[config.mk]
export PLATFORM = sky130hd
export DESIGN_NAME = query_block_sdnv_parser_top
export DESIGN_NICKNAME = d
export VERILOG_FILES = /design/src/rtl/qbsp_pkg.sv /design/src/rtl/query_block_sdnv_parser_top.sv /design/src/rtl/qbsp_decode.sv /design/src/rtl/qbsp_queue.sv
export VERILOG_INCLUDE_DIRS = /design/src /design/src/rtl
export SDC_FILE = /design/constraint.sdc
export NUM_CORES = 1
export LEC_CHECK = 0
export BUFFER_PORTS_ARGS = -buffer_cell sky130_fd_sc_hd__buf_2
export CORE_MARGIN = 3
export CORE_UTILIZATION = 61
export DETAILED_ROUTE_END_ITERATION = 8
export PLACE_DENSITY = 0.79
export SYNTH_ARGS = -nofsm -noshare
export SYNTH_HDL_FRONTEND = slang
export SYNTH_SLANG_ARGS = --single-unit
[constraint.sdc]
create_clock -name clk -period 4.75 [get_ports clk]
set_input_delay 0.7125 -clock clk [delete_from_list [all_inputs] [get_ports clk]]
set_output_delay 0.7125 -clock clk [all_outputs]
set_load 0.05 [all_outputs]
[src/rtl/query_block_sdnv_parser_top_assert.svh]
// assertion macros for the query block parser
`ifndef QUERY_BLOCK_SDNV_PARSER_TOP_ASSERT_SVH
`define QUERY_BLOCK_SDNV_PARSER_TOP_ASSERT_SVH

// same-cycle implication
`define QBSP_ASSERT_IMP(label, clk, rst, ante, cons, msg) \
  label: assert property (@(posedge clk) disable iff (rst) (ante) |-> (cons)) \
    else $error(msg);

// next-cycle implication
`define QBSP_ASSERT_NEXT(label, clk, rst, ante, cons, msg) \
  label: assert property (@(posedge clk) disable iff (rst) (ante) |=> (cons)) \
    else $error(msg);

`endif

[src/rtl/qbsp_pkg.sv]
// ----------------------------------------------------------------------------
// qbsp_pkg
// Shared types and codes of the query block sdnv parser.
// ----------------------------------------------------------------------------
package qbsp_pkg;

  localparam int MAX_NUMBER_BYTES_DEF = 10;
  localparam int LENGTH_BITS_DEF      = 32;
  localparam int CNT_W                = 4;

  localparam int QUEUE_DEPTH = 4;
  localparam int QPTR_W      = $clog2(QUEUE_DEPTH);
  localparam int QCNT_W      = $clog2(QUEUE_DEPTH + 1);

  // field codes
  localparam logic [3:0] FC_KIND     = 4'd0;
  localparam logic [3:0] FC_RULE     = 4'd1;
  localparam logic [3:0] FC_SECS     = 4'd2;
  localparam logic [3:0] FC_SEQ      = 4'd3;
  localparam logic [3:0] FC_IDLEN    = 4'd4;
  localparam logic [3:0] FC_IDBYTE   = 4'd5;
  localparam logic [3:0] FC_QLEN     = 4'd6;
  localparam logic [3:0] FC_QBYTE    = 4'd7;
  localparam logic [3:0] FC_FCOUNT   = 4'd8;
  localparam logic [3:0] FC_FOFF     = 4'd9;
  localparam logic [3:0] FC_FLEN     = 4'd10;
  localparam logic [3:0] FC_STATUS   = 4'd11;

  // block status codes
  localparam logic [2:0] ST_OK       = 3'd0;
  localparam logic [2:0] ST_TRUNC    = 3'd1;
  localparam logic [2:0] ST_OVERFLOW = 3'd2;
  localparam logic [2:0] ST_BAD_KIND = 3'd3;
  localparam logic [2:0] ST_BAD_RULE = 3'd4;
  localparam logic [2:0] ST_TRAILING = 3'd5;

  typedef struct packed {
    logic [7:0] data_byte;
    logic       end_of_block;
  } in_t;

  typedef struct packed {
    logic [3:0]  field_code;
    logic [63:0] field_value;
    logic [2:0]  status;
    logic        last;
  } out_t;

  // up to two results per parsed word, r0 first
  typedef struct packed {
    logic [1:0] cnt;
    out_t       r0;
    out_t       r1;
  } push_t;

endpackage

[src/rtl/query_block_sdnv_parser_top.sv]
// ----------------------------------------------------------------------------
// query_block_sdnv_parser_top: byte-wide query extension block parser
// a byte is held in the input word register, its results then in the queue
// throughput one byte per cycle; an end word with a field gives two results,
// and a run of such words, or result_stall, stalls bytes while the queue drains
// sync reset clears parse state, result queue and strict_checks (no sweep)
// ----------------------------------------------------------------------------
module query_block_sdnv_parser_top #(
  parameter int MAX_NUMBER_BYTES = qbsp_pkg::MAX_NUMBER_BYTES_DEF,
  parameter int LENGTH_BITS      = qbsp_pkg::LENGTH_BITS_DEF
) (
  input  logic            clk,
  input  logic            rst,
  input  logic            byte_valid,
  output logic            byte_stall,
  input  qbsp_pkg::in_t   byte_data,
  output logic            result_valid,
  input  logic            result_stall,
  output qbsp_pkg::out_t  result_data,
  input  logic            cfg_valid,
  output logic            cfg_ready,
  input  logic            cfg_data
);

  `include "query_block_sdnv_parser_top_assert.svh"

  logic                        strict;
  logic                        hold_valid;
  qbsp_pkg::in_t               hold_data;
  logic                        fire;
  logic                        room;
  logic                        accept;
  logic                        pop;
  qbsp_pkg::push_t             push;
  logic [qbsp_pkg::QCNT_W-1:0] level;

  assign cfg_ready  = 1'b1;
  assign fire       = hold_valid & room;
  assign byte_stall = hold_valid & ~room;
  assign accept     = byte_valid & ~byte_stall;
  assign pop        = result_valid & ~result_stall;

  always_ff @(posedge clk) begin
    if (rst) begin
      strict <= 1'b0;
    end else if (cfg_valid && cfg_ready) begin
      strict <= cfg_data;
    end
  end

  // input word register
  always_ff @(posedge clk) begin
    if (rst) begin
      hold_valid <= 1'b0;
    end else begin
      hold_valid <= accept | (hold_valid & ~fire);
    end
  end

  always_ff @(posedge clk) begin
    if (accept) begin
      hold_data <= byte_data;
    end
  end

  qbsp_decode #(
    .MAX_NUMBER_BYTES (MAX_NUMBER_BYTES),
    .LENGTH_BITS      (LENGTH_BITS)
  ) u_decode (
    .clk     (clk),
    .rst     (rst),
    .fire    (fire),
    .byte_in (hold_data),
    .strict  (strict),
    .push    (push)
  );

  qbsp_queue u_queue (
    .clk       (clk),
    .rst       (rst),
    .push      (push),
    .pop       (pop),
    .head      (result_data),
    .not_empty (result_valid),
    .room      (room),
    .level     (level)
  );

  `QBSP_ASSERT_IMP(a_push_fits, clk, rst, push.cnt != 2'd0,
    level <= qbsp_pkg::QCNT_W'(qbsp_pkg::QUEUE_DEPTH - 2), "result queue overrun")
  `QBSP_ASSERT_IMP(a_end_gives_status, clk, rst, fire && hold_data.end_of_block,
    push.cnt != 2'd0, "end word gave no status")
  `QBSP_ASSERT_NEXT(a_hold_kept, clk, rst, hold_valid && !fire,
    hold_valid && $stable(hold_data), "held word lost or changed")
  `QBSP_ASSERT_IMP(a_last_is_status, clk, rst, result_valid && result_data.last,
    result_data.field_code == qbsp_pkg::FC_STATUS, "last on a field result")

endmodule

[src/rtl/qbsp_decode.sv]
// ----------------------------------------------------------------------------
// qbsp_decode
// Parse state and the per-word decode of the block layout.
// ----------------------------------------------------------------------------
module qbsp_decode #(
  parameter int MAX_NUMBER_BYTES = qbsp_pkg::MAX_NUMBER_BYTES_DEF,
  parameter int LENGTH_BITS      = qbsp_pkg::LENGTH_BITS_DEF
) (
  input  logic             clk,
  input  logic             rst,
  input  logic             fire,
  input  qbsp_pkg::in_t    byte_in,
  input  logic             strict,
  output qbsp_pkg::push_t  push
);

  localparam logic [63:0] LEN_LIM =
    (LENGTH_BITS >= 64) ? {64{1'b1}} : ((64'd1 << LENGTH_BITS) - 64'd1);
  localparam logic [63:0] LEN_LIM_SHR = LEN_LIM >> 7;
  localparam logic [63:0] TS_LIM_SHR  = {64{1'b1}} >> 7;

  typedef enum logic [12:0] {
    PH_KIND    = 13'h0001,
    PH_RULE    = 13'h0002,
    PH_SECS    = 13'h0004,
    PH_SEQ     = 13'h0008,
    PH_IDLEN   = 13'h0010,
    PH_IDBYTES = 13'h0020,
    PH_QLEN    = 13'h0040,
    PH_QBYTES  = 13'h0080,
    PH_FCOUNT  = 13'h0100,
    PH_FOFF    = 13'h0200,
    PH_FLEN    = 13'h0400,
    PH_DONE    = 13'h0800,
    PH_SKIP    = 13'h1000
  } phase_t;

  phase_t                  phase, phase_next;
  logic [63:0]             acc, acc_next;
  logic [qbsp_pkg::CNT_W-1:0] cnt, cnt_next;
  logic [LENGTH_BITS-1:0]  pay, pay_next;
  logic [LENGTH_BITS-1:0]  frag, frag_next;
  logic [2:0]              err, err_next;

  logic                    has_field;
  logic [3:0]              f_code;
  logic [63:0]             f_val;
  logic [2:0]              st;
  logic [7:0]              b;
  logic [63:0]             acc_sh;
  logic [qbsp_pkg::CNT_W-1:0] cnt_inc;
  logic [63:0]             lim_shr;
  qbsp_pkg::out_t          field_res, status_res;

  assign b       = byte_in.data_byte;
  assign acc_sh  = {acc[56:0], b[6:0]};
  assign cnt_inc = cnt + qbsp_pkg::CNT_W'(1);
  assign lim_shr = (phase == PH_SECS || phase == PH_SEQ) ? TS_LIM_SHR : LEN_LIM_SHR;

  always_comb begin
    phase_next = phase;
    acc_next   = acc;
    cnt_next   = cnt;
    pay_next   = pay;
    frag_next  = frag;
    err_next   = err;
    has_field  = 1'b0;
    f_code     = qbsp_pkg::FC_KIND;
    f_val      = 64'd0;
    st         = qbsp_pkg::ST_OK;

    unique case (phase)
      PH_KIND: begin
        if (strict && b > 8'd3) begin
          err_next   = qbsp_pkg::ST_BAD_KIND;
          phase_next = PH_SKIP;
        end else begin
          has_field  = 1'b1;
          f_code     = qbsp_pkg::FC_KIND;
          f_val      = {56'd0, b};
          phase_next = PH_RULE;
        end
      end
      PH_RULE: begin
        if (strict && b != 8'd0) begin
          err_next   = qbsp_pkg::ST_BAD_RULE;
          phase_next = PH_SKIP;
        end else begin
          has_field  = 1'b1;
          f_code     = qbsp_pkg::FC_RULE;
          f_val      = {56'd0, b};
          phase_next = PH_SECS;
        end
      end
      PH_SECS, PH_SEQ, PH_IDLEN, PH_QLEN, PH_FCOUNT, PH_FOFF, PH_FLEN: begin
        if (acc > lim_shr) begin
          acc_next   = 64'd0;
          cnt_next   = '0;
          err_next   = qbsp_pkg::ST_OVERFLOW;
          phase_next = PH_SKIP;
        end else if (b[7]) begin
          if (cnt_inc >= qbsp_pkg::CNT_W'(MAX_NUMBER_BYTES)) begin
            acc_next   = 64'd0;
            cnt_next   = '0;
            err_next   = qbsp_pkg::ST_OVERFLOW;
            phase_next = PH_SKIP;
          end else begin
            acc_next = acc_sh;
            cnt_next = cnt_inc;
          end
        end else begin
          // number complete
          acc_next  = 64'd0;
          cnt_next  = '0;
          has_field = 1'b1;
          f_val     = acc_sh;
          unique case (phase)
            PH_SECS: begin
              f_code     = qbsp_pkg::FC_SECS;
              phase_next = PH_SEQ;
            end
            PH_SEQ: begin
              f_code     = qbsp_pkg::FC_SEQ;
              phase_next = PH_IDLEN;
            end
            PH_IDLEN: begin
              f_code     = qbsp_pkg::FC_IDLEN;
              pay_next   = acc_sh[LENGTH_BITS-1:0];
              phase_next = (acc_sh != 64'd0) ? PH_IDBYTES : PH_QLEN;
            end
            PH_QLEN: begin
              f_code     = qbsp_pkg::FC_QLEN;
              pay_next   = acc_sh[LENGTH_BITS-1:0];
              phase_next = (acc_sh != 64'd0) ? PH_QBYTES : PH_FCOUNT;
            end
            PH_FCOUNT: begin
              f_code     = qbsp_pkg::FC_FCOUNT;
              frag_next  = acc_sh[LENGTH_BITS-1:0];
              phase_next = (acc_sh != 64'd0) ? PH_FOFF : PH_DONE;
            end
            PH_FOFF: begin
              f_code     = qbsp_pkg::FC_FOFF;
              phase_next = PH_FLEN;
            end
            default: begin
              f_code     = qbsp_pkg::FC_FLEN;
              frag_next  = frag - LENGTH_BITS'(1);
              phase_next = (frag != LENGTH_BITS'(1)) ? PH_FOFF : PH_DONE;
            end
          endcase
        end
      end
      PH_IDBYTES, PH_QBYTES: begin
        has_field = 1'b1;
        f_code    = (phase == PH_IDBYTES) ? qbsp_pkg::FC_IDBYTE : qbsp_pkg::FC_QBYTE;
        f_val     = {56'd0, b};
        pay_next  = pay - LENGTH_BITS'(1);
        if (pay == LENGTH_BITS'(1)) begin
          phase_next = (phase == PH_IDBYTES) ? PH_QLEN : PH_FCOUNT;
        end
      end
      PH_DONE: begin
        if (strict) begin
          err_next   = qbsp_pkg::ST_TRAILING;
          phase_next = PH_SKIP;
        end
      end
      PH_SKIP: begin
      end
      default: begin
      end
    endcase

    // closing status, error wins over truncation
    if (err_next != qbsp_pkg::ST_OK) begin
      st = err_next;
    end else if (phase_next != PH_DONE) begin
      st = qbsp_pkg::ST_TRUNC;
    end

    if (byte_in.end_of_block) begin
      phase_next = PH_KIND;
      acc_next   = 64'd0;
      cnt_next   = '0;
      pay_next   = '0;
      frag_next  = '0;
      err_next   = qbsp_pkg::ST_OK;
    end
  end

  always_comb begin
    field_res.field_code  = f_code;
    field_res.field_value = f_val;
    field_res.status      = qbsp_pkg::ST_OK;
    field_res.last        = 1'b0;

    status_res.field_code  = qbsp_pkg::FC_STATUS;
    status_res.field_value = 64'd0;
    status_res.status      = st;
    status_res.last        = 1'b1;

    push.r1 = status_res;
    if (has_field) begin
      push.r0 = field_res;
    end else begin
      push.r0 = status_res;
    end
    if (!fire) begin
      push.cnt = 2'd0;
    end else begin
      push.cnt = {1'b0, has_field} + {1'b0, byte_in.end_of_block};
    end
  end

  always_ff @(posedge clk) begin
    if (rst) begin
      phase <= PH_KIND;
      acc   <= 64'd0;
      cnt   <= '0;
      pay   <= '0;
      frag  <= '0;
      err   <= qbsp_pkg::ST_OK;
    end else if (fire) begin
      phase <= phase_next;
      acc   <= acc_next;
      cnt   <= cnt_next;
      pay   <= pay_next;
      frag  <= frag_next;
      err   <= err_next;
    end
  end

endmodule

[src/rtl/qbsp_queue.sv]
// ----------------------------------------------------------------------------
// qbsp_queue
// Small result queue, takes up to two results and gives one per cycle while pop is high.
// ----------------------------------------------------------------------------
module qbsp_queue (
  input  logic                        clk,
  input  logic                        rst,
  input  qbsp_pkg::push_t             push,
  input  logic                        pop,
  output qbsp_pkg::out_t              head,
  output logic                        not_empty,
  output logic                        room,
  output logic [qbsp_pkg::QCNT_W-1:0] level
);

  qbsp_pkg::out_t                  mem [qbsp_pkg::QUEUE_DEPTH];
  logic [qbsp_pkg::QPTR_W-1:0]     wr_ptr, rd_ptr;
  logic [qbsp_pkg::QCNT_W-1:0]     count;
  logic [qbsp_pkg::QPTR_W-1:0]     wr_ptr1;

  assign wr_ptr1   = wr_ptr + qbsp_pkg::QPTR_W'(1);
  assign head      = mem[rd_ptr];
  assign not_empty = (count != '0);
  // room for two results
  assign room      = (count <= qbsp_pkg::QCNT_W'(qbsp_pkg::QUEUE_DEPTH - 2));
  assign level     = count;

  always_ff @(posedge clk) begin
    if (push.cnt != 2'd0) begin
      mem[wr_ptr] <= push.r0;
    end
    if (push.cnt == 2'd2) begin
      mem[wr_ptr1] <= push.r1;
    end
  end

  always_ff @(posedge clk) begin
    if (rst) begin
      wr_ptr <= '0;
      rd_ptr <= '0;
      count  <= '0;
    end else begin
      wr_ptr <= wr_ptr + qbsp_pkg::QPTR_W'(push.cnt);
      if (pop) begin
        rd_ptr <= rd_ptr + qbsp_pkg::QPTR_W'(1);
      end
      count <= count + qbsp_pkg::QCNT_W'(push.cnt) - qbsp_pkg::QCNT_W'(pop);
    end
  end

endmodule

Yosys cells after proc, flatten, opt, wreduce, memory -nomap -nowiden
Memories as Yosys holds them, arrays and structs flattened. A register that Yosys moved wholly into a read port is not among the register bits.
Index checks and enable logic that the tools add are counted.
{"block": "totals", "ff_bits": 166, "ram_bits": 288, "in_bits": 15, "word_cells": 146, "n_memories": 1}
{"block": "classes", "add_sub_neg": 9, "order_cmp": 4, "n_eq_ne": 22, "mux": 70, "n_bitwise": 10, "n_reduce_logical": 17}
{"name": "u_queue.mem", "words": 4, "width": 72, "read_ports": 1, "rd_ports_with_merged_regs": 1, "wr": 2, "line_no": "qbsp_queue.sv:16", "text": "qbsp_pkg::out_t mem [qbsp_pkg::QUEUE_DEPTH];"}
{"op": "64-bit 2-to-1 mux", "n": 7}
{"op": "32-bit 2-to-1 mux", "n": 8}
{"op": "64-bit one-hot mux with 4 select lines", "n": 1}
{"op": "32-bit one-hot mux with 2 select lines", "n": 2}
{"op": "13-bit 2-to-1 mux", "n": 8}
{"op": "13-bit one-hot mux with 6 select lines", "n": 1}
{"op": "72-bit 2-to-1 mux", "n": 1}
{"op": "13-bit one-hot mux with 5 select lines", "n": 1}
{"op": "64-bit greater-than comparator", "n": 1}
{"op": "64-bit nonzero test", "n": 1}
{"op": "32-bit by 1-bit subtractor with 32-bit output, second input constant", "n": 2}
{"op": "57-bit 2-to-1 mux", "n": 1}
{"op": "32-bit by 1-bit == test with 1-bit output, second input constant", "n": 1}
{"op": "32-bit by 1-bit inequality test with 1-bit output, second input constant", "n": 1}
{"op": "4-bit 2-to-1 mux", "n": 7}
{"op": "12-bit 2-to-1 mux", "n": 2}
{"op": "3-bit 2-to-1 mux", "n": 8}
{"op": "4-bit one-hot mux with 6 select lines", "n": 1}
{"op": "9-bit 2-to-1 mux", "n": 2}
{"op": "8-bit 2-to-1 mux", "n": 2}
{"op": "13-bit by 1-bit == test with 1-bit output, second input constant", "n": 1}
{"op": "13-bit by 10-bit == test with 1-bit output, second input constant", "n": 1}
{"op": "13-bit by 11-bit == test with 1-bit output, second input constant", "n": 1}
{"op": "13-bit by 12-bit == test with 1-bit output, second input constant", "n": 1}
{"op": "other kinds (41)", "n": 70}

Depth between registers and ports, before layout
Gate-level depths: netlist of run 1.
{"block": "logic_depth", "depth_word": 11, "ltp_mapped": 18}

Cells and area by module
A second synthesis of run 1 with hierarchy kept.
{"block": "hier_totals", "hier_cells": 2040, "area_unflattened_um2": 24956.4}
{"module": "qbsp_queue", "n_inst": 1, "cells_per_inst": 743, "area_each_um2": 14896.8, "seq_area_each_um2": 8828.5}
{"module": "qbsp_decode", "n_inst": 1, "cells_per_inst": 1277, "area_each_um2": 9681.8, "seq_area_each_um2": 2962.8}
{"module": "query_block_sdnv_parser_top", "n_inst": 1, "cells_per_inst": 20, "area_each_um2": 377.9, "seq_area_each_um2": 310.3}

Worst setup path after synthesis of run 1
OpenSTA, ideal clock, no wires.
{"block": "synth_timing", "path_type": "register to register", "start": "register u_decode.acc[52]", "end": "memory u_queue.mem[2][32] (netlist bit)", "setup_ps": 117, "arrival_time_ps": 3758, "slack_ps": 875, "path_stages_with_launch": 16, "path_buffers": 2, "synth_period_minus_slack_ps": 3875, "cell_sequence": "dfxtp_1 -> nor4_1 -> nand2_1 -> or4_4 -> a21o_1 -> or3_1 -> and2_1 -> inv_1 -> ha_1 -> nand2b_1 -> nor3b_1 -> a21oi_1 -> nand2b_1 -> clkbuf_1 -> clkbuf_1 -> a22o_1"}
{"element": "start: declaration", "line_no": "qbsp_decode.sv:39", "text": "logic [63:0] acc, acc_next;"}
{"element": "start signal: assignment", "line_no": "qbsp_decode.sv:225", "text": "acc <= acc_next;"}
{"element": "end: declaration", "line_no": "qbsp_queue.sv:16"}

==> results.toml, run 1 <==
[run_status]
outcome = "complete, no violations"

[timing]
worst_pin_slew_ns = 1.18
timing.final.max_slew_violations = 0
setup_viol = 0
final.setup.worst_slack_ns = 0.460
timing_hold_violations_final = 0
layout_worst_path_cycle_share_pct = 90.3
fin_crit_ns = 4.29
unrepaired_setup_endpoints_after_global_routing = "no"
timing.clock.skew_ns = 0.0180
max_slew_margin_pct = 21.4
timing.fmax_mhz = 233
fin_tns_setup_ns = 0

[routing]
average_wire_length_per_cell_after_detail_routing_um = 23.2
via_count = 16600
wirelength_um = 56200
vias_per_cell = 6.86
dr.first_iter.drc_count = 1867
post-route-drc-count = 0
first_pass_iters = 6
postRouteAntennaNets = 0

[synthesis]
synth.top_cells.by_area = "sky130_fd_sc_hd__dfxtp_1 (44%), sky130_fd_sc_hd__a22o_1 (11%), sky130_fd_sc_hd__mux4_2 (8.2%), sky130_fd_sc_hd__nor2_1 (4.4%), sky130_fd_sc_hd__a22oi_1 (3.2%)"
synth.top_cell.area_share_pct = 44.0
ys_seq_elements = 456
netlist_instances = 1977
postSynth.topFlopCell = "sky130_fd_sc_hd__dfxtp_1"
cell_with_the_most_instances_after_synthesis = "sky130_fd_sc_hd__dfxtp_1"
synth-seq-area-share_pct = 47.2
synth-async-reset-ratio_pct = 0
post_synth_num_cell_types = 89
synth_common_cells = "sky130_fd_sc_hd__dfxtp_1 (435), sky130_fd_sc_hd__a22o_1 (254), sky130_fd_sc_hd__nor2_1 (230)"
synth_largest_area_cell = "sky130_fd_sc_hd__dfxtp_1"
synth_warnings = 0
syn-mean-instance-area_um2 = 10.0
syn_area_mm2 = 0.0198
syn-num-nets = 2004
post_synth_edffs = 21

[setup_path]
crit_path_max_fanout = 41
worst_path_cell_chain = "nor4_1 -> nand2_1 -> or4_4 -> a21o_1 -> or3_1 -> and2_1 -> inv_1 -> ha_1 -> nand2b_1 -> nor3b_1 -> a21oi_1 -> nand2b_2 -> buf_4 -> a22o_1"
r2r_path_end = "u_queue.mem[2][31]"
cp-end-kind = "flop"
worst_path_dominant_cell_family = "simple AND/OR/NAND/NOR gates"
setup.worst_path.end = "u_queue.mem[2][31]"
critical-path-slowest-cell = "sky130_fd_sc_hd__or4_4"
max_stage_delay_ns = 0.59
cp.required_ns = 5.19
number_of_stages_on_the_worst_setup_path = 14
worstPathArrival_ns = 4.73
criticalPathCategory = "reg2reg"
timing.reg2reg.worst_path_depth = 14
worstSetupStartpointType = "flop"
critical_path_buf_inv_count = 2
rrSetupSlack_ns = 0.46
worst_setup_path_start = "u_decode.acc[25]"
rr_startpoint = "u_decode.acc[25]"

[grt]
global_route_wire_length_before_repair_um = 87900
grt_remaining_overflow = 0
antenna_found_initial = 0
grt_usage_pct = 31.6
grt_start_max_net_pins = 73
first_global_vias = 16100

[die]
fp.coreArea_mm2 = 0.0317
placement_rows = 65
floorplan.io_pins = 90
die_boundary_width_um = 186
die_area_mm2 = 0.0346
initial_utilization_pct = 62.3
floorplan.die.height_um = 186

[cells_and_area]
multiInputGateArea_mm2 = 0.00961
post_route_cells_drive_above_1_share_pct = 17.4
filler_cell_count = 2390
post_layout_inst_area_mm2 = 0.0220
flip_flop_and_latch_area_mm2 = 0.00935
areaGrowthSynthToFinish_pct = 11.4
antennaDiodeCount = 0
num-nets-final = 2011

[clock_network]
clock_tree.root_cell = "sky130_fd_sc_hd__clkbuf_16"
cts_made_buffers = 45
tritoncts = "done"
number_of_levels_in_the_clock_h_tree = 2
clkSinkCount = 456
clock_latency_ns = 0.56
clkSlewWorstSetupHoldPaths_ns = 0.07
ctsLongestPathBuffers = 3

[place]
gp_routability_congestion = 0.994
port-buffer-count = 88
placement.setup.worst_slack_ns = 0.198
dp.final_hpwl_um = 34600
post_dp_cell_area_mm2 = 0.0205

[pwr]
p_leak_nw = 8.46
pwr_density_cell_mw_per_mm2 = 452
vdd.ir_drop.worst_uv = 310

[job]
drv_cap = 0

[hold_path]
timing.hold.worst.class = "in2reg"
[worst reg2reg max path, stage by stage, from the launching register on]
cell,delay (ns)
sky130_fd_sc_hd__dfxtp_1,0.38
sky130_fd_sc_hd__nor4_1,0.44
sky130_fd_sc_hd__nand2_1,0.18
sky130_fd_sc_hd__or4_4,0.59
sky130_fd_sc_hd__a21o_1,0.21
sky130_fd_sc_hd__or3_1,0.41
sky130_fd_sc_hd__and2_1,0.18
sky130_fd_sc_hd__inv_1,0.07
sky130_fd_sc_hd__ha_1,0.27
sky130_fd_sc_hd__nand2b_1,0.19
sky130_fd_sc_hd__nor3b_1,0.33
sky130_fd_sc_hd__a21oi_1,0.06
sky130_fd_sc_hd__nand2b_2,0.22
sky130_fd_sc_hd__buf_4,0.31
sky130_fd_sc_hd__a22o_1,0.35
[registers in the layout, summed over array words and instances (netlist names), named ones only]
signal	count
u_queue.level	3
u_queue.rd_ptr	2
u_decode.cnt	4
hold_data	9
strict	1
u_queue.mem	288
u_decode.frag	32
u_decode.acc	64
u_decode.pay	32
hold_valid	1
u_decode.phase	13
u_queue.wr_ptr	2
u_decode.err	3
[worst min-delay path by stage]
stage                  startpoint            endpoint  slack, ns  depth (start not counted)
2_1_floorplan   u_queue.mem[2][0]   u_queue.mem[2][0]       0.42                          2
3_3_place_gp   u_queue.mem[3][11]  u_queue.mem[3][11]       0.43                          2
3_5_place_dp    u_queue.mem[1][0]   u_queue.mem[1][0]       0.44                          2
4_1_cts              byte_data[1]        hold_data[1]       0.32                          1
5_1_grt              byte_data[2]        hold_data[2]       0.33                          1
6_report             byte_data[1]        hold_data[1]       0.34                          1
[stage by stage]
step / hold WS, ns / std cells / total power [mW] / util [%]
2_1_floorplan: 0.418 / 1977 / 5.94 / -
3_3_place_gp: 0.428 / 2335 / 6.41 / 64.7
3_5_place_dp: 0.440 / 2335 / 6.46 / 64.7
4_1_cts: 0.322 / 2418 / 9.99 / 69.3
5_1_grt: 0.326 / 2422 / 10.4 / 69.5
6_report: 0.343 / 2422 / 9.97 / 69.5
[metal layers]
| layer | wire, µm | track usage (%) | vias up |
|---|---|---|---|
| li1 | - | - | 7456 |
| met4 | 1500 | 10.8 | 0 |
| met1 | 23500 | 43.9 | 8174 |
| met5 | 0 | 0 | - |
| met3 | 4670 | 5.41 | 115 |
| met2 | 26600 | 50.4 | 868 |
[repair_timing]
item,CTS,global route
gates resized for setup,0,2
buffers inserted,0,2
endpoints found under the setup margin,0,41
hold buffers,0,0
[logic make-up after synthesis]
family / Yosys count / share of synthesized area (%)
flops: 456 / 47.2
compound gates: 614 / 23.4
xor+xnor: 32 / 1.42
simple gates: 564 / 14.3
other cells: 1 / 0.0190
buf+inv: 224 / 4.53
fa+ha+maj: 12 / 0.797
mux: 74 / 8.30
[where the power goes]
group          switching (mW)  internal, mW  total, mW
sequential              0.246          4.10       4.35
combinational            1.27         0.782       2.06
clock                    1.52          2.05       3.57
total                    3.04          6.93       9.97
[layout make-up]
class | instances | area share [%]
Multi-Input combinational cell | 1299 | 43.6
Sequential cell | 456 | 42.4
Inverter | 33 | 0.562
Timing Repair Buffer | 149 | 4.37
Clock buffer | 63 | 5.78
Tap cell | 402 | 2.28
Clock inverter | 20 | 0.977
[layout by cell type (no fill, tap or decap), types with 31 or more instances in the layout]
master,n
sky130_fd_sc_hd__nand2_1,92
sky130_fd_sc_hd__mux4_2,72
sky130_fd_sc_hd__a22o_1,254
sky130_fd_sc_hd__nor4_1,31
sky130_fd_sc_hd__nor3_1,57
sky130_fd_sc_hd__inv_1,33
sky130_fd_sc_hd__buf_4,57
sky130_fd_sc_hd__clkbuf_16,45
sky130_fd_sc_hd__a22oi_1,85
sky130_fd_sc_hd__o21ai_0,68
sky130_fd_sc_hd__a21oi_1,91
sky130_fd_sc_hd__dfxtp_1,433
sky130_fd_sc_hd__nor2_1,226
sky130_fd_sc_hd__buf_2,87
Power figures use the tool's default switching activity.
==> run 2: changes to the inputs <==
==> constraint.sdc (replaced) <==
create_clock -name clk -period 4.8 [get_ports clk]
set_input_delay 0.72 -clock clk [delete_from_list [all_inputs] [get_ports clk]]
set_output_delay 0.72 -clock clk [all_outputs]
set_load 0.05 [all_outputs]
==> run 2 against run 1 <==
Critical path depth did not move. Sequential power is essentially flat. Cell area is 0.28% higher. Maximum frequency fell by 5.3%. Register-to-register slack got worse by 0.19 ns. Non-clock buffer count down 5. Routed wire length shrank 0.58%. Utilization grew 0.20 points. Sequential share of layout area decreased by 0.12 points. Clock skew is 0.0016 ns higher. Critical endpoint is now u_queue.mem[0][27]. Largest power group unchanged. Highest routed layer unchanged.
==> results.toml, run 2 (synthesized netlist as in run 1, its figures left out) <==
[timing]
max_slew_margin_pct = 31.9
timing.fmax_mhz = 221
fin_tns_setup_ns = 0
setup_viol = 0
timing.clock.skew_ns = 0.0195
fin_crit_ns = 4.53
unrepaired_setup_endpoints_after_global_routing = "no"
worst_pin_slew_ns = 1.02
layout_worst_path_cycle_share_pct = 94.3
final.setup.worst_slack_ns = 0.271
timing_hold_violations_final = 0
timing.final.max_slew_violations = 0

[routing]
dr.first_iter.drc_count = 1987
vias_per_cell = 6.85
wirelength_um = 55900
postRouteAntennaNets = 0
post-route-drc-count = 0
first_pass_iters = 8
average_wire_length_per_cell_after_detail_routing_um = 23.1
via_count = 16600

[pwr]
p_leak_nw = 8.49
vdd.ir_drop.worst_uv = 364
pwr_density_cell_mw_per_mm2 = 459

[grt]
global_route_wire_length_before_repair_um = 87700
grt_start_max_net_pins = 75
grt_remaining_overflow = 0
antenna_found_initial = 0
grt_usage_pct = 31.7
first_global_vias = 16100

[die]
initial_utilization_pct = 62.3
die_boundary_width_um = 186
floorplan.die.height_um = 186
fp.coreArea_mm2 = 0.0317
die_area_mm2 = 0.0346
floorplan.io_pins = 90
placement_rows = 65

[clock_network]
number_of_hold_repair_buffers_added_at_the_cts_stage = 0
clock_tree.root_cell = "sky130_fd_sc_hd__clkbuf_16"
tritoncts = "done"
post_cts_resized = 0
cts_made_buffers = 47
postCtsSetupRepairBufs = 0
clkSinkCount = 456
number_of_levels_in_the_clock_h_tree = 2
clkSlewWorstSetupHoldPaths_ns = 0.06
clock_latency_ns = 0.59
ctsLongestPathBuffers = 3

[place]
port-buffer-count = 88
placement.setup.worst_slack_ns = 0.248
number_of_placed_instances_with_taps_included = 2332
dp.final_hpwl_um = 34200
gp_routability_congestion = 0.979

[cells_and_area]
antennaDiodeCount = 0
post_route_cells_drive_above_1_share_pct = 17.3
largest_register_ff_count = 288
mostFrequentLayoutCells = "sky130_fd_sc_hd__dfxtp_1 (433), sky130_fd_sc_hd__a22o_1 (254), sky130_fd_sc_hd__nor2_1 (226), sky130_fd_sc_hd__nand2_1 (92), sky130_fd_sc_hd__a21oi_1 (91)"
registers.top_by_ff_count = "u_queue.mem"
num-nets-final = 2008
final-instance-count-excl-fill = 2422
mostFrequentLayoutCell = "sky130_fd_sc_hd__dfxtp_1"
areaGrowthSynthToFinish_pct = 11.8
biggestRegsByFlops = "u_queue.mem (288), u_decode.acc (64)"

[setup_path]
cp.required_ns = 5.32
rrSetupSlack_ns = 0.27
worstSetupStartpointType = "flop"
crit_path_max_fanout = 56
cp-end-kind = "flop"
criticalPathCategory = "reg2reg"
worstPathArrival_ns = 5.05

[hold_path]
timing.hold.worst.class = "in2reg"

[job]
drv_cap = 0

[run_status]
outcome = "complete, no violations"
run 2: power breakdown:
part	switching [mW]	internal, mW	total (mW)
Sequential	0.277	4.06	4.33
Combinational	1.25	0.768	2.02
Clock	1.54	2.26	3.80
Total	3.07	7.08	10.2
run 2: area by class of cell:
cell class,count,area (µm²)
timing repair buffer,144,888
inverter,33,124
clock inverter,16,225
multi-input combinational,1299,9600
tap,402,503
clock buffer,72,1410
fill,2393,9620
sequential,456,9350
run 2: worst paths after layout:
check                          start                 end  cells after the start
hold reg to reg   u_queue.mem[0][11]  u_queue.mem[0][11]                      2
hold / removal          byte_data[1]        hold_data[1]                      1
setup / recovery    u_decode.acc[26]  u_queue.mem[0][27]                     14
setup reg to reg    u_decode.acc[26]  u_queue.mem[0][27]                     14
run 2: critical path, cell delays in order, from the launching register on:
cell	delay, ns
sky130_fd_sc_hd__dfxtp_1	0.38
sky130_fd_sc_hd__nor4_1	0.39
sky130_fd_sc_hd__nand2_1	0.19
sky130_fd_sc_hd__or4_4	0.60
sky130_fd_sc_hd__a21o_1	0.21
sky130_fd_sc_hd__or3_1	0.41
sky130_fd_sc_hd__and2_1	0.18
sky130_fd_sc_hd__inv_1	0.07
sky130_fd_sc_hd__ha_1	0.22
sky130_fd_sc_hd__o21ai_0	0.14
sky130_fd_sc_hd__buf_4	0.19
sky130_fd_sc_hd__or3_1	0.46
sky130_fd_sc_hd__nor2_4	0.13
sky130_fd_sc_hd__buf_4	0.58
sky130_fd_sc_hd__a22o_1	0.24
run 2: metrics by stage:
stage / instance area, µm² / hold WS [ns] / utilization, % / power (mW)
final: 22100 / 0.310 / 69.7 / 10.2
after global routing: 22100 / 0.294 / 69.7 / 10.5
after CTS: 22100 / 0.283 / 69.6 / 10.2
after detailed placement: 20400 / 0.431 / 64.5 / 6.40
after global placement: 20400 / 0.428 / 64.5 / 6.35
after floorplan: 19800 / 0.418 / - / 5.88
run 2: per-layer routing:
layer	GRT usage, %	part of all wire (%)
met1	42.2	41
met2	52.0	47
met3	6.12	8.4
met4	11.1	3.0
met5	0	0
==> run 3: changes to the inputs <==
--- a/config.mk
+++ b/config.mk
@@ -8,9 +8,9 @@
 export LEC_CHECK = 0
 export BUFFER_PORTS_ARGS = -buffer_cell sky130_fd_sc_hd__buf_2
 export CORE_MARGIN = 3
-export CORE_UTILIZATION = 61
+export CORE_UTILIZATION = 63
 export DETAILED_ROUTE_END_ITERATION = 8
-export PLACE_DENSITY = 0.79
+export PLACE_DENSITY = 0.81
 export SYNTH_ARGS = -nofsm -noshare
 export SYNTH_HDL_FRONTEND = slang
 export SYNTH_SLANG_ARGS = --single-unit
==> constraint.sdc (replaced) <==
create_clock -name clk -period 5.7 [get_ports clk]
set_input_delay 0.855 -clock clk [delete_from_list [all_inputs] [get_ports clk]]
set_output_delay 0.855 -clock clk [all_outputs]
set_load 0.05 [all_outputs]
==> run 3 against run 2 <==
Die area decreased by 3.1%. Highest routed layer unchanged. Sequential share of layout area is 0.84 points higher. Cell count shrank 1.9%. Sequential power decreased by 16%. Largest cell class unchanged.
==> results.toml, run 3 (synthesized netlist as in run 1, its figures left out) <==
[run_status]
outcome = "complete, no violations"

[die]
floorplan.die.height_um = 183
fp.coreArea_mm2 = 0.0307
initial_utilization_pct = 64.3
floorplan.io_pins = 90
placement_rows = 64
die_area_mm2 = 0.0335
die_boundary_width_um = 183

[clock_network]
clock_tree.root_cell = "sky130_fd_sc_hd__clkbuf_16"
postCtsSetupRepairBufs = 0
clock_latency_ns = 0.56
clkSinkCount = 456
tritoncts = "done"
clkSlewWorstSetupHoldPaths_ns = 0.06
number_of_levels_in_the_clock_h_tree = 2
cts_made_buffers = 45
ctsLongestPathBuffers = 3
post_cts_resized = 0
number_of_hold_repair_buffers_added_at_the_cts_stage = 0

[hold_path]
timing.hold.worst.class = "reg2reg"

[pwr]
net-switching-power_mw = 2.50
power.share.sequential_pct = 44.2
p_int_mw = 5.73
p_sw_share_pct = 30.4
clock_power_share_pct = 35.5
pwr-share-comb_pct = 20.3
p_leak_nw = 8.26
vdd.ir_drop.worst_uv = 264
pwr_density_cell_mw_per_mm2 = 380

[routing]
post-route-drc-count = 0
wirelength_um = 54700
dr.first_iter.drc_count = 1701
postRouteAntennaNets = 0
via_count = 16400
first_pass_iters = 6
vias_per_cell = 6.92
average_wire_length_per_cell_after_detail_routing_um = 23.0

[job]
drv_cap = 0

[setup_path]
worstSetupStartpointType = "flop"
cp.required_ns = 6.19
worstPathArrival_ns = 5.23
crit_path_max_fanout = 56
criticalPathCategory = "reg2reg"
cp-end-kind = "flop"

[place]
port-buffer-count = 88
dp.final_hpwl_um = 33600
gp_routability_congestion = 0.935

[cells_and_area]
mostFrequentLayoutCell = "sky130_fd_sc_hd__dfxtp_1"
registers.top_by_ff_count = "u_queue.mem"
antennaDiodeCount = 0
biggestRegsByFlops = "u_queue.mem (288), u_decode.acc (64)"
post_route_cells_drive_above_1_share_pct = 15.7
filler_cell_count = 2290
largest_register_ff_count = 288
fin_util_pct = 70.5
areaGrowthSynthToFinish_pct = 9.57
mostFrequentLayoutCells = "sky130_fd_sc_hd__dfxtp_1 (433), sky130_fd_sc_hd__a22o_1 (254), sky130_fd_sc_hd__nor2_1 (226), sky130_fd_sc_hd__nand2_1 (92), sky130_fd_sc_hd__a21oi_1 (91)"
num-nets-final = 1975

[timing]
setup_viol = 0
timing.clock.skew_ns = 0.0195
layout_worst_path_cycle_share_pct = 83.1
timing.final.max_slew_violations = 0
unrepaired_setup_endpoints_after_global_routing = "no"
max_slew_margin_pct = 27.9
worst_pin_slew_ns = 1.08
timing_hold_violations_final = 0
fin_crit_ns = 4.74
fin_tns_setup_ns = 0
timing.fmax_mhz = 211

[grt]
global_route_wire_length_before_repair_um = 87700
grt_usage_pct = 32.1
grt_remaining_overflow = 0
antenna_found_initial = 0
grt_start_max_net_pins = 69
first_global_vias = 16200
run 3: cell count changes in the layout (fill, tap and decap cells not counted), sizes merged:
| cell | change |
|---|---|
| buf | -29 |
| bufinv | -2 |
| clkbuf | -5 |
| clkinv | +1 |
| clkinvlp | -2 |
| inv | -1 |
| nor2 | -2 |
run 3: routing by layer:
metal | vias up | share of wire, % | global-route usage (%)
li1 | 7369 | - | -
met1 | 8082 | 41 | 43.4
met2 | 818 | 47 | 52.4
met3 | 162 | 8.1 | 4.64
met4 | 0 | 3.6 | 12.7
met5 | - | 0 | 0
run 3: worst max-delay path: stages, from the launching register on:
cell	delay, ns
sky130_fd_sc_hd__dfxtp_1	0.69
sky130_fd_sc_hd__xor2_1	0.23
sky130_fd_sc_hd__o21a_1	0.24
sky130_fd_sc_hd__a31oi_1	0.67
sky130_fd_sc_hd__or3_1	0.27
sky130_fd_sc_hd__and2_1	0.30
sky130_fd_sc_hd__inv_1	0.10
sky130_fd_sc_hd__ha_1	0.37
sky130_fd_sc_hd__o21ai_0	0.19
sky130_fd_sc_hd__or3b_2	0.60
sky130_fd_sc_hd__nor2_4	0.11
sky130_fd_sc_hd__buf_4	0.60
sky130_fd_sc_hd__a22o_1	0.24
run 3: area by class of cell:
class | count | area [µm²] | area share, %
Clock buffer | 67 | 1310 | 6.04
Multi-Input combinational cell | 1297 | 9590 | 44.2
Sequential cell | 456 | 9350 | 43.1
Clock inverter | 12 | 146 | 0.676
Inverter | 33 | 124 | 0.572
Timing Repair Buffer | 115 | 658 | 3.04
Tap cell | 396 | 495 | 2.29
run 3: power by group through the flow:
stage | registers (mW) | clock network (mW) | logic, mW
after global routing | 3.67 | 3.08 | 1.80
after CTS | 3.64 | 2.94 | 1.67
after floorplan | 3.56 | 0 | 1.39
after global placement | 3.69 | 0 | 1.62
final | 3.64 | 2.92 | 1.67
after detailed placement | 3.70 | 0 | 1.65
run 3: through the flow:
stage / total power [mW] / setup slack, ns / cells / area (µm²) / hold WS (ns)
floorplan: 4.95 / 1.82 / 1977 / 19800 / 0.418
global placement: 5.31 / 1.14 / 2297 / 20200 / 0.429
detailed placement: 5.36 / 1.09 / 2297 / 20200 / 0.435
CTS: 8.25 / 1.07 / 2376 / 21700 / 0.445
global route: 8.56 / 0.742 / 2376 / 21700 / 0.462
finish: 8.23 / 0.961 / 2376 / 21700 / 0.446
run 3: path summary, 6_finish.rpt:
path                                   startpoint                 end  slack (ns)  cells after the start
worst max-delay path            u_decode.phase[6]  u_queue.mem[1][15]        0.96                     12
worst min-delay path            u_queue.mem[0][0]   u_queue.mem[0][0]        0.45                      2
worst max register to register  u_decode.phase[6]  u_queue.mem[1][15]        0.96                     12
worst min register to register  u_queue.mem[0][0]   u_queue.mem[0][0]        0.45                      2
